--- config.mk ---
export PLATFORM = sky130hd
export DESIGN_NAME = lru_handle_slot_cache_core
export DESIGN_NICKNAME = d
export VERILOG_FILES = /design/src/rtl/lhsc_pkg.sv /design/src/rtl/lhsc_ctrl.sv /design/src/rtl/lhsc_dpath.sv /design/src/rtl/lru_handle_slot_cache_core.sv
export SDC_FILE = /design/constraint.sdc
export NUM_CORES = 1
export LEC_CHECK = 0
export BUFFER_PORTS_ARGS = -buffer_cell sky130_fd_sc_hd__buf_4
export CORE_ASPECT_RATIO = 1.75
export CORE_MARGIN = 1.5
export CORE_UTILIZATION = 57
export CTS_CLUSTER_DIAMETER = 30
export DETAILED_ROUTE_END_ITERATION = 7
export GPL_TIMING_DRIVEN = 0
export PLACE_DENSITY = 0.83
export SLEW_MARGIN = 40
export SYNTH_ARGS = -nofsm -noshare
export SYNTH_HDL_FRONTEND = slang
export SYNTH_SLANG_ARGS = --single-unit
--- constraint.sdc ---
create_clock -name clk_i -period 5.97 [get_ports clk_i]
set_input_delay 0.8955 -clock clk_i [delete_from_list [all_inputs] [get_ports clk_i]]
set_output_delay 0.8955 -clock clk_i [all_outputs]
set_load 0.02 [all_outputs]
--- src/rtl/lhsc_pkg.sv ---
// Shared constants, types and handshake structs for the handle slot cache.
`default_nettype none
package lhsc_pkg;

  localparam int SLOTS        = 8;
  localparam int IDX_W        = 3;
  localparam int KEY_W        = 16;
  localparam int STAMP_W      = 32;
  localparam int CNT_W        = 4;
  localparam int DEFAULT_OPEN = 5;
  localparam int ACTIVE_RESET = 5;

  typedef enum logic [1:0] {
    ST_IDLE,
    ST_SCAN,
    ST_COMMIT
  } state_e;

  // Commands from the controller to the datapath.
  typedef struct packed {
    logic load;
    logic step;
    logic commit;
  } cmd_t;

  // Status from the datapath to the controller.
  typedef struct packed {
    logic scan_last;
  } status_t;

endpackage
`default_nettype wire

--- src/rtl/lhsc_ctrl.sv ---
// Controller state machine that sequences request capture, slot scan and commit.
`default_nettype none
module lhsc_ctrl (
  input  wire logic             clk_i,
  input  wire logic             rst_ni,
  input  wire logic             in_valid_i,
  output logic                  in_stall_o,
  output logic                  out_valid_o,
  input  wire logic             out_stall_i,
  input  wire lhsc_pkg::status_t scan_status_i,
  output lhsc_pkg::cmd_t        cmd_o
);

  lhsc_pkg::state_e state_q, state_d;
  logic             out_valid_q, out_valid_d;
  logic             out_free;

  assign out_free    = !out_valid_q || !out_stall_i;
  assign out_valid_o = out_valid_q;

  always_comb begin
    state_d = state_q;
    case (state_q)
      lhsc_pkg::ST_IDLE: begin
        if (in_valid_i) state_d = lhsc_pkg::ST_SCAN;
      end
      lhsc_pkg::ST_SCAN: begin
        if (scan_status_i.scan_last) state_d = lhsc_pkg::ST_COMMIT;
      end
      lhsc_pkg::ST_COMMIT: begin
        if (out_free) state_d = lhsc_pkg::ST_IDLE;
      end
      default: state_d = lhsc_pkg::ST_IDLE;
    endcase
  end

  always_comb begin
    cmd_o       = '0;
    in_stall_o  = 1'b1;
    out_valid_d = out_valid_q && out_stall_i;
    case (state_q)
      lhsc_pkg::ST_IDLE: begin
        in_stall_o = 1'b0;
        cmd_o.load = in_valid_i;
      end
      lhsc_pkg::ST_SCAN: begin
        cmd_o.step = 1'b1;
      end
      lhsc_pkg::ST_COMMIT: begin
        // The result register must be empty or draining before it is overwritten.
        if (out_free) begin
          cmd_o.commit = 1'b1;
          out_valid_d  = 1'b1;
        end
      end
      default: begin
        in_stall_o = 1'b1;
      end
    endcase
  end

  always_ff @(posedge clk_i or negedge rst_ni) begin
    if (!rst_ni) begin
      state_q     <= lhsc_pkg::ST_IDLE;
      out_valid_q <= 1'b0;
    end else begin
      state_q     <= state_d;
      out_valid_q <= out_valid_d;
    end
  end

endmodule
`default_nettype wire

--- src/rtl/lhsc_dpath.sv ---
// Datapath holding the slot table, use counter, scan trackers and result register.
`default_nettype none
module lhsc_dpath (
  input  wire logic                           clk_i,
  input  wire logic                           rst_ni,
  input  wire logic                           cfg_we_i,
  input  wire logic [lhsc_pkg::CNT_W-1:0]     cfg_data_i,
  input  wire logic [lhsc_pkg::KEY_W-1:0]     area_key_i,
  input  wire logic                           open_ok_i,
  input  wire lhsc_pkg::cmd_t                 cmd_i,
  output lhsc_pkg::status_t                   status_o,
  output logic [lhsc_pkg::IDX_W-1:0]          slot_index_o,
  output logic                                hit_o,
  output logic                                evicted_o,
  output logic [lhsc_pkg::KEY_W-1:0]          evicted_key_o,
  output logic                                granted_o
);

  localparam int IW = lhsc_pkg::IDX_W;
  localparam int KW = lhsc_pkg::KEY_W;
  localparam int SW = lhsc_pkg::STAMP_W;
  localparam int CW = lhsc_pkg::CNT_W;
  localparam logic [SW-1:0] STAMP_MAX = '1;

  logic [CW-1:0] active_q;
  logic [CW-1:0] count;
  logic [IW-1:0] last_idx;

  logic [KW-1:0] keys_q   [lhsc_pkg::SLOTS];
  logic [SW-1:0] stamps_q [lhsc_pkg::SLOTS];
  logic [SW-1:0] counter_q;

  logic [KW-1:0] req_key_q;
  logic          req_ok_q;

  logic [IW-1:0] scan_q;
  logic          hit_found_q, emp_found_q;
  logic [IW-1:0] hit_idx_q, emp_idx_q, min_idx_q;
  logic [SW-1:0] min_stamp_q;
  logic [KW-1:0] min_key_q;

  logic [KW-1:0] cur_key;
  logic [SW-1:0] cur_stamp;
  logic          cur_used;

  logic [IW-1:0] pick;
  logic          evict;
  logic          write_stamp;
  logic          clear_stamp;

  // A zero count falls back to the default; counts above the table size clamp.
  always_comb begin
    if (active_q == '0) begin
      count = CW'(lhsc_pkg::DEFAULT_OPEN);
    end else if (active_q > CW'(lhsc_pkg::SLOTS)) begin
      count = CW'(lhsc_pkg::SLOTS);
    end else begin
      count = active_q;
    end
  end
  assign last_idx = IW'(count - CW'(1));

  assign status_o.scan_last = (scan_q == last_idx);

  assign cur_key   = keys_q[scan_q];
  assign cur_stamp = stamps_q[scan_q];
  assign cur_used  = (cur_stamp != '0);

  always_comb begin
    if (hit_found_q) begin
      pick = hit_idx_q;
    end else if (emp_found_q) begin
      pick = emp_idx_q;
    end else begin
      pick = min_idx_q;
    end
  end
  assign evict       = !hit_found_q && !emp_found_q;
  assign write_stamp = cmd_i.commit && (hit_found_q || req_ok_q);
  assign clear_stamp = cmd_i.commit && evict && !req_ok_q;

  always_ff @(posedge clk_i or negedge rst_ni) begin
    if (!rst_ni) begin
      active_q <= CW'(lhsc_pkg::ACTIVE_RESET);
    end else if (cfg_we_i) begin
      active_q <= cfg_data_i;
    end
  end

  always_ff @(posedge clk_i or negedge rst_ni) begin
    if (!rst_ni) begin
      for (int i = 0; i < lhsc_pkg::SLOTS; i++) stamps_q[i] <= '0;
      counter_q <= SW'(1);
    end else begin
      if (write_stamp) begin
        stamps_q[pick] <= counter_q;
        if (counter_q != STAMP_MAX) counter_q <= counter_q + SW'(1);
      end else if (clear_stamp) begin
        stamps_q[pick] <= '0;
      end
    end
  end

  always_ff @(posedge clk_i) begin
    if (cmd_i.commit && !hit_found_q && req_ok_q) begin
      keys_q[pick] <= req_key_q;
    end
  end

  always_ff @(posedge clk_i) begin
    if (cmd_i.load) begin
      req_key_q <= area_key_i;
      req_ok_q  <= open_ok_i;
    end
  end

  always_ff @(posedge clk_i or negedge rst_ni) begin
    if (!rst_ni) begin
      scan_q      <= '0;
      hit_found_q <= 1'b0;
      emp_found_q <= 1'b0;
    end else if (cmd_i.load) begin
      scan_q      <= '0;
      hit_found_q <= 1'b0;
      emp_found_q <= 1'b0;
    end else if (cmd_i.step) begin
      scan_q <= scan_q + IW'(1);
      if (!hit_found_q && cur_used && (cur_key == req_key_q)) hit_found_q <= 1'b1;
      if (!emp_found_q && !cur_used) emp_found_q <= 1'b1;
    end
  end

  // The first slot seeds the minimum; later slots replace it only when strictly smaller.
  always_ff @(posedge clk_i) begin
    if (cmd_i.step) begin
      if (!hit_found_q && cur_used && (cur_key == req_key_q)) hit_idx_q <= scan_q;
      if (!emp_found_q && !cur_used) emp_idx_q <= scan_q;
      if ((scan_q == '0) || (cur_stamp < min_stamp_q)) begin
        min_stamp_q <= cur_stamp;
        min_idx_q   <= scan_q;
        min_key_q   <= cur_key;
      end
    end
  end

  always_ff @(posedge clk_i) begin
    if (cmd_i.commit) begin
      slot_index_o  <= pick;
      hit_o         <= hit_found_q;
      evicted_o     <= evict;
      evicted_key_o <= evict ? min_key_q : '0;
      granted_o     <= hit_found_q || req_ok_q;
    end
  end

endmodule
`default_nettype wire

--- src/rtl/lru_handle_slot_cache_core.sv ---
// Top level of the fully associative handle slot cache with timestamp LRU replacement.
// Flow: an accepted request is captured, the table is scanned one slot per cycle over
// the first n slots, where n is the effective active slot count (1 to 8), and the result
// is committed once the result register is free; a new request is taken only after that.
// Reset: all slots empty, use counter at one, active slot count at five.
`default_nettype none
module lru_handle_slot_cache_core (
  input  wire logic                           clk_i,
  input  wire logic                           rst_ni,
  input  wire logic                           cfg_we_i,
  input  wire logic [lhsc_pkg::CNT_W-1:0]     cfg_data_i,
  input  wire logic                           in_valid_i,
  output logic                                in_stall_o,
  input  wire logic [lhsc_pkg::KEY_W-1:0]     area_key_i,
  input  wire logic                           open_ok_i,
  output logic                                out_valid_o,
  input  wire logic                           out_stall_i,
  output logic [lhsc_pkg::IDX_W-1:0]          slot_index_o,
  output logic                                hit_o,
  output logic                                evicted_o,
  output logic [lhsc_pkg::KEY_W-1:0]          evicted_key_o,
  output logic                                granted_o
);

  lhsc_pkg::cmd_t    cmd;
  lhsc_pkg::status_t status;

  lhsc_ctrl u_ctrl (
    .clk_i         (clk_i),
    .rst_ni        (rst_ni),
    .in_valid_i    (in_valid_i),
    .in_stall_o    (in_stall_o),
    .out_valid_o   (out_valid_o),
    .out_stall_i   (out_stall_i),
    .scan_status_i (status),
    .cmd_o         (cmd)
  );

  lhsc_dpath u_dpath (
    .clk_i         (clk_i),
    .rst_ni        (rst_ni),
    .cfg_we_i      (cfg_we_i),
    .cfg_data_i    (cfg_data_i),
    .area_key_i    (area_key_i),
    .open_ok_i     (open_ok_i),
    .cmd_i         (cmd),
    .status_o      (status),
    .slot_index_o  (slot_index_o),
    .hit_o         (hit_o),
    .evicted_o     (evicted_o),
    .evicted_key_o (evicted_key_o),
    .granted_o     (granted_o)
  );

endmodule
`default_nettype wire
==> impl_metrics.csv, run 1 <==
group,metric,value,unit
run_status,status,"complete, but fails checks",
run_status,violations,"negative setup slack",
global_route,grt-ovfl-total,0,
setup_path,cp_num_buf_inv,9,
timing,min_period,5970,ps
pwr,power.total,11100,uW
setup_path,startpoint,"u_dpath.scan_q[2]$_DFFE_PN0P_",
logic_synthesis,syn_area,22900,um^2
logic_synthesis,synthCells,1610,
global_route,grt_pass1_vias,16800,
timing,tns,-4.49,ps
finish,n_fill_cell,2697,
logic_synthesis,synth-warning-count,0,
setup_path,path_cells,"buf_2, clkbuf_4, buf_2, clkbuf_4, buf_2, buf_2, mux4_2, nand2_1, nand2_1, ha_1, a21o_1, a21o_1, a21oi_1, o21ai_0, a21oi_1, o221ai_1, a21oi_4, buf_8, buf_8, buf_8",
floorplan,rows,97,
routing,wirelength,73900,um
timing,worst_pin_slew,951,ps
routing,drc,0,
floorplan,coreArea,39800,um^2
cts,cts_tree,"built",
placement,dp.final_hpwl,50700,um
timing,fin_crit_sh,100,%
routing,viasPerCell,7.15,
logic_synthesis,synth_area_per_cell,14.2,um^2
logic_synthesis,synthTopCellsByCount,"dfrtp_1, a22o_1, edfxtp_1",
timing,hold_ws,149,ps
setup_path,endpoint_kind,"register",
timing,slew_viol_final,0,
timing,fmax,0.167,GHz
logic_synthesis,syn-num-nets,1671,
finish,drive_gt1_share,18.4,%
floorplan,die-area,41500,um^2
finish,syn_to_final_growth,14.9,%
timing,rsz0062_at_grt,"no",
setup_path,r2r-start,"u_dpath.scan_q[2]$_DFFE_PN0P_",
placement,place_ws,-199,ps
floorplan,ios,50,
pwr,powerDensity,422,nW/um^2
routing,wl_per_cell,32.4,um
setup_path,startpoint_type,"register",
timing,clock-skew-final,35.0,ps
routing,vias,16300,
cts,clock_latency,630,ps
setup_path,crit_family,"buffers and inverters",
logic_synthesis,synth_most_common_cell,"dfrtp_1",
finish,multi_input_area,8050,um^2
cts,numCtsBuffers,56,
flow_run,cap_violations,0,
logic_synthesis,synth_edf_count,224,
logic_synthesis,synthArstFlopShare,57.3,%
logic_synthesis,synth-seq-cells,524,
setup_path,crit_slowest_cell,"dfrtp_1",
placement,gp_congestion,1.02,
floorplan,start_util,57.6,%
floorplan,dieWidth,155,um
setup_path,slowest_delay,540,ps
timing,finalSetupViolations,2,
placement,io_buffers,49,
timing,max_slew_margin,36.6,%
routing,ant_nets,0,
logic_synthesis,yosysUniqueCellTypes,67,
global_route,antenna_found_initial,1,
global_route,grt_util_all_layers,36.7,%
cts,ctsRootBufferMaster,"clkbuf_16",
finish,final_util,66.2,%
cts,clk_path_buf_depth,3,
logic_synthesis,ys_top_cells_by_area,"dfrtp_1, edfxtp_1, a22o_1",
timing,worst_slack,-2.57,ps
setup_path,worstPathArrival,6310,ps
pwr,vdd_ir_drop_max,0.524,mV
cts,cts.htree.levels,2,
pwr,power_frac_comb,27.7,%
logic_synthesis,synthFlopType,"dfrtp_1",
floorplan,die_h,268,um
logic_synthesis,synth-seq-area-share,62.1,%
cts,clk_pin_slew,70,ps
pwr,clkPwrFrac,32.0,%
cts,clock-sinks,524,
logic_synthesis,synth_area_leader_cell,"dfrtp_1",
pwr,seqPwrFrac,40.3,%
pwr,leakage,0.0112,uW
global_route,grt_pass1_wl,109000,um
global_route,grt_max_degree,76,
setup_path,path_class,"register to register",
pwr,swShare,34.3,%
finish,finalNetCount,1799,
pwr,p_sw,3820,uW
setup_path,cp_max_fo,17,
min_path,hold_path.class,"input port to async pin",
finish,ff_latch_area,14200,um^2
timing,finalHoldViolCount,0,
routing,drt_iter0_markers,2033,
pwr,internal_power,7300,uW
routing,first_pass_iters,6,
setup_path,cp.required,6300,ps
setup_path,crit_top_cell,"buf_2",
logic_synthesis,synth_top_area_share,32.4,%
## cell type report
class                      count  share of cell area [%]
inverter                      50                   0.712
clock buffer                  64                    5.59
tap                          495                    2.35
timing repair buffer          70                    2.81
clock inverter                42                    1.72
buffer                       126                    2.26
multi-input combinational    910                    30.5
antenna                        1                 0.00949
sequential                   524                    54.0
## state kept, by name, indices dropped and copies added (netlist names), 3 cells and up
register	count
u_dpath.hit_idx_q	3
u_dpath.stamps_q	256
u_dpath.evicted_key_o	16
u_dpath.min_stamp_q	32
u_dpath.min_idx_q	3
u_dpath.slot_index_o	3
u_dpath.counter_q	32
u_dpath.min_key_q	16
u_dpath.emp_idx_q	3
u_dpath.keys_q	128
u_dpath.scan_q	3
u_dpath.req_key_q	16
u_dpath.active_q	4
## layer usage
layer / share of wire, % / GRT usage [%] / wire (um)
met1: 31 / 39.5 / 22800
met2: 49 / 62.0 / 36300
met4: 11 / 32.2 / 8280
met5: 0 / 0 / 0
met3: 8.9 / 6.90 / 6570
## kinds of logic (layout without fill, tap and decap cells)
logic type	after synthesis	after routing	share of synthesized area, %
DFF	524	524	62.1
AOI/OAI and AO/OA	359	359	12.9
and+or+nand+nor	348	348	7.47
buffers and inverters	176	352	3.29
muxes	116	116	10.3
xor gates and xnor gates	52	52	1.99
adders and majority gates	35	35	1.91
other	0	1	0
## what timing repair did
item,in CTS,in global routing
endpoints found under the setup margin,22,22
pin swaps,0,0
buffers inserted,1,0
gates resized for setup,0,4
hold buffers,0,0
## cells in the final DEF, fill, tap and decap left out, types with 22 or more instances in the layout
master     instances
nand2_1          126
clkbuf_1          80
edfxtp_1         224
mux4_2            75
xor2_1            27
a22o_1           257
dfrtp_1          297
inv_1             47
nor2_1            59
clkbuf_16         57
nor3_1            23
buf_4             53
ha_1              35
xnor2_1           25
buf_2             22
## stage by stage
stage                     std cells  instance area (um^2)
after floorplan                1610                 22900
after global placement         2154                 23900
after detailed placement       2172                 24400
after CTS                      2279                 26300
after global routing           2281                 26400
final                          2282                 26400
## power by group through the flow
stage / combinational, uW / clock, uW / sequential [uW]
CTS: 2970 / 3560 / 4470
detailed placement: 2920 / 0 / 4530
finish: 3080 / 3560 / 4480
floorplan: 1830 / 0 / 4490
global route: 3210 / 3700 / 4500
global placement: 2740 / 0 / 4530
## final timing paths
path                                                     endpoint  slack, ps  cells after the start
worst max-delay path               u_dpath.min_key_q[1]$_DFFE_PP_         -3                     20
worst min-delay path            u_dpath.counter_q[21]$_DFFE_PN0P_        150                      1
worst max register to register     u_dpath.min_key_q[1]$_DFFE_PP_         -3                     20
worst min register to register            u_dpath.hit_o$_DFFE_PP_        490                      0
max in group asynchronous       u_dpath.stamps_q[239]$_DFFE_PN0P_       4690                      3
min in group clk_i                u_dpath.req_key_q[15]$_DFFE_PP_        430                      1
(Power assumes the default switching activity.)
==> run 2: changes to the inputs <==
--- a/config.mk
+++ b/config.mk
@@ -5,6 +5,7 @@
 export SDC_FILE = /design/constraint.sdc
 export NUM_CORES = 1
 export LEC_CHECK = 0
+export ABC_AREA = 1
 export BUFFER_PORTS_ARGS = -buffer_cell sky130_fd_sc_hd__buf_4
 export CORE_ASPECT_RATIO = 1.75
 export CORE_MARGIN = 1.5
@@ -12,7 +13,7 @@
 export CTS_CLUSTER_DIAMETER = 30
 export DETAILED_ROUTE_END_ITERATION = 7
 export GPL_TIMING_DRIVEN = 0
-export PLACE_DENSITY = 0.83
+export PLACE_DENSITY_LB_ADDON = 0.12
 export SLEW_MARGIN = 40
 export SYNTH_ARGS = -nofsm -noshare
 export SYNTH_HDL_FRONTEND = slang
==> run 2 against run 1 <==
  * The flow now finishes without violations
  * Final area up 1.1%
  * Clock skew fell by 11 ps
  * Combinational power up 85%
  * Worst hold slack got worse by 21 ps
  * Flip-flop and latch count unchanged
  * Sequential power rose by 15%
  * Wire length is 5.3% higher
  * Area after synthesis decreased by 0.42%
  * Via count grew 12%
  * First-iteration DRC count decreased by 8.2%
  * Clock-buffer cell count up 21
  * Setup slack better by 970 ps
  * Critical path type unchanged
  * Largest power group is now combinational cells
==> impl_metrics.csv, run 2 <==
group,metric,value,unit
floorplan,start_util,58.0,%
cts,cts_tree,"built",
cts,cts_resized,0,
global_route,grt_max_degree,72,
logic_synthesis,ys_top_cells_by_area,"dfrtp_1, edfxtp_1, o21ai_0",
setup_path,endpoint,"u_dpath.min_stamp_q[21]$_DFFE_PP_",
routing,viasPerCell,6.25,
timing,min_period,5010,ps
routing,vias,18300,
setup_path,crit_slowest_cell,"o21ai_0",
logic_synthesis,yosysUniqueCellTypes,44,
setup_path,startpoint,"u_dpath.scan_q[0]$_DFFE_PN0P_",
cts,clock_latency,600,ps
routing,wl_per_cell,26.5,um
setup_path,cp_num_buf_inv,6,
logic_synthesis,syn-num-nets,2308,
logic_synthesis,syn_area,22800,um^2
setup_path,slowest_delay,680,ps
pwr,swShare,39.9,%
logic_synthesis,synth_edf_count,224,
pwr,powerDensity,569,nW/um^2
cts,numCtsBuffers,68,
floorplan,rows,96,
setup_path,cp_max_fo,17,
setup_path,path_cells,"buf_4, clkbuf_2, o21ai_0, nand3_1, o21ai_1, inv_1, ha_1, nand2_1, nor4_1, inv_1, nor4_1, nand2_1, nand2_1, a21oi_4, buf_8, buf_8",
cts,clk_path_buf_depth,3,
logic_synthesis,synth_top_area_share,32.5,%
global_route,grt_pass1_vias,18200,
logic_synthesis,synth_area_leader_cell,"dfrtp_1",
floorplan,ios,50,
run_status,status,"finished clean",
setup_path,path_class,"register to register",
setup_path,ff2ff_path_depth,16,
setup_path,startpoint_type,"register",
setup_path,rrSetupSlack,960,ps
logic_synthesis,synthTopCellsByCount,"dfrtp_1, nand2_1, o21ai_0",
routing,first_pass_iters,6,
global_route,grt_pass1_wl,114000,um
floorplan,coreArea,39400,um^2
routing,drt_iter0_markers,1866,
min_path,hold_path.class,"input port to async pin",
setup_path,rr_endpoint,"u_dpath.min_stamp_q[21]$_DFFE_PP_",
timing,max_slew_margin,34.1,%
logic_synthesis,synthArstFlopShare,57.3,%
timing,clock-skew-final,24.3,ps
timing,tns,0,ps
timing,rsz0062_at_grt,"no",
placement,gp_congestion,0.986,
finish,syn_to_final_growth,16.7,%
setup_path,crit_family,"simple AND/OR/NAND/NOR gates",
finish,final_common_cell,"dfrtp_1",
timing,worst_pin_slew,988,ps
setup_path,endpoint_kind,"register",
pwr,clkPwrFrac,28.4,%
cts,postCtsSetupBuffers,0,
pwr,p_sw,6060,uW
global_route,grt_util_all_layers,38.6,%
setup_path,r2r-start,"u_dpath.scan_q[0]$_DFFE_PN0P_",
routing,ant_nets,0,
finish,largest_register,"u_dpath.stamps_q",
timing,finalSetupViolations,0,
floorplan,die_h,268,um
timing,finalHoldViolCount,0,
routing,wirelength,77800,um
pwr,seqPwrFrac,34.0,%
timing,fin_crit_sh,83.8,%
finish,drive_gt1_share,12.7,%
timing,fmax,0.200,GHz
pwr,leakage,0.0118,uW
logic_synthesis,synth_area_per_cell,10.2,um^2
logic_synthesis,synth_most_common_cell,"dfrtp_1",
logic_synthesis,synthCells,2247,
pwr,power_frac_comb,37.6,%
finish,largestRegisters,"u_dpath.stamps_q (256), u_dpath.keys_q (128)",
routing,drc,0,
placement,dp.final_hpwl,53300,um
finish,finalNetCount,2447,
setup_path,crit_cells,16,
floorplan,dieWidth,154,um
floorplan,die-area,41300,um^2
cts,ctsRootBufferMaster,"clkbuf_16",
global_route,grt-ovfl-total,0,
finish,fin_area,26700,um^2
logic_synthesis,synth-seq-cells,524,
cts,clk_pin_slew,70,ps
pwr,vdd_ir_drop_max,0.450,mV
setup_path,crit_top_cell,"nand2_1",
setup_path,cp.required,6300,ps
finish,mostFrequentLayoutCells,"dfrtp_1, nand2_1, o21ai_0, inv_1, edfxtp_1",
flow_run,cap_violations,0,
finish,n_fill_cell,3009,
setup_path,worstPathArrival,5340,ps
placement,placement.cell_area,24200,um^2
logic_synthesis,synthFlopType,"dfrtp_1",
cts,cts_hold_buf,0,
cts,cts.htree.levels,3,
cts,clock-sinks,524,
logic_synthesis,synth-seq-area-share,62.3,%
global_route,antenna_found_initial,2,
timing,slew_viol_final,0,
pwr,internal_power,9120,uW
finish,largest_reg_flops,256,
logic_synthesis,synth-warning-count,0,
placement,io_buffers,49,
[run 2: power by group through the flow]
stage	Clock [uW]	Sequential, uW	Combinational (uW)
6_report	4310	5160	5710
5_1_grt	4470	5220	6110
4_1_cts	4320	5150	5550
3_5_place_dp	0	5210	5500
3_3_place_gp	0	5180	5140
2_1_floorplan	0	5170	3310
[run 2: final cells by class]
type	instances	area, um^2	share of cell area, %
antenna	2	5.00	0.0188
buffer	126	616	2.31
clock buffer	85	1910	7.17
clock inverter	39	505	1.90
inverter	296	1110	4.17
multi-input combinational	1301	6970	26.1
sequential	524	14200	53.4
tap	490	613	2.30
timing repair buffer	69	697	2.61
[run 2: kinds of logic (layout without fill, tap and decap cells)]
group                    after synthesis  in the layout  synth area share (%)
XOR/XNOR                              50             50                  1.92
flip-flops                           524            524                  62.3
multiplexers                           2              2                0.0986
buffers and inverters                422            615                  7.50
adder cells (fa/ha/maj)               35             35                  1.92
AND/OR/NAND/NOR                      526            526                  9.57
other                                  0              2                     0
AO/OA/AOI/OAI                        688            688                  16.7
[run 2: stage by stage]
| stage | power [uW] | setup slack (ps) | utilization [%] | cells | hold WS (ps) |
|---|---|---|---|---|---|
| finish | 15200 | 964 | 67.7 | 2932 | 129 |
| global route | 15800 | 797 | 67.7 | 2930 | 135 |
| CTS | 15000 | 1160 | 67.6 | 2930 | 117 |
| detailed placement | 10700 | 1210 | 61.5 | 2806 | 468 |
| global placement | 10300 | -2320 | 60.5 | 2786 | 461 |
| floorplan | 8480 | 805 | - | 2247 | 448 |
[run 2: how the worst min path moves through the flow]
stage                                            from  slack, ps                                end  cells after the start
global placement    u_dpath.stamps_q[116]$_DFFE_PN0P_        460  u_dpath.stamps_q[116]$_DFFE_PN0P_                      2
CTS                                            rst_ni        120  u_dpath.stamps_q[123]$_DFFE_PN0P_                      1
global route                                   rst_ni        130  u_dpath.stamps_q[123]$_DFFE_PN0P_                      1
finish                                         rst_ni        130  u_dpath.stamps_q[123]$_DFFE_PN0P_                      1
floorplan           u_dpath.stamps_q[100]$_DFFE_PN0P_        450  u_dpath.stamps_q[100]$_DFFE_PN0P_                      2
detailed placement  u_dpath.stamps_q[120]$_DFFE_PN0P_        470  u_dpath.stamps_q[120]$_DFFE_PN0P_                      2
[run 2: routing by layer]
metal  track usage, %  wire length [um]  vias up
li1                 -                 -     7986
met3             9.71              7530      355
met1             41.9             25400     8845
met4             33.4              7810        0
met5                0                 0        -
met2             63.3             37100     1133
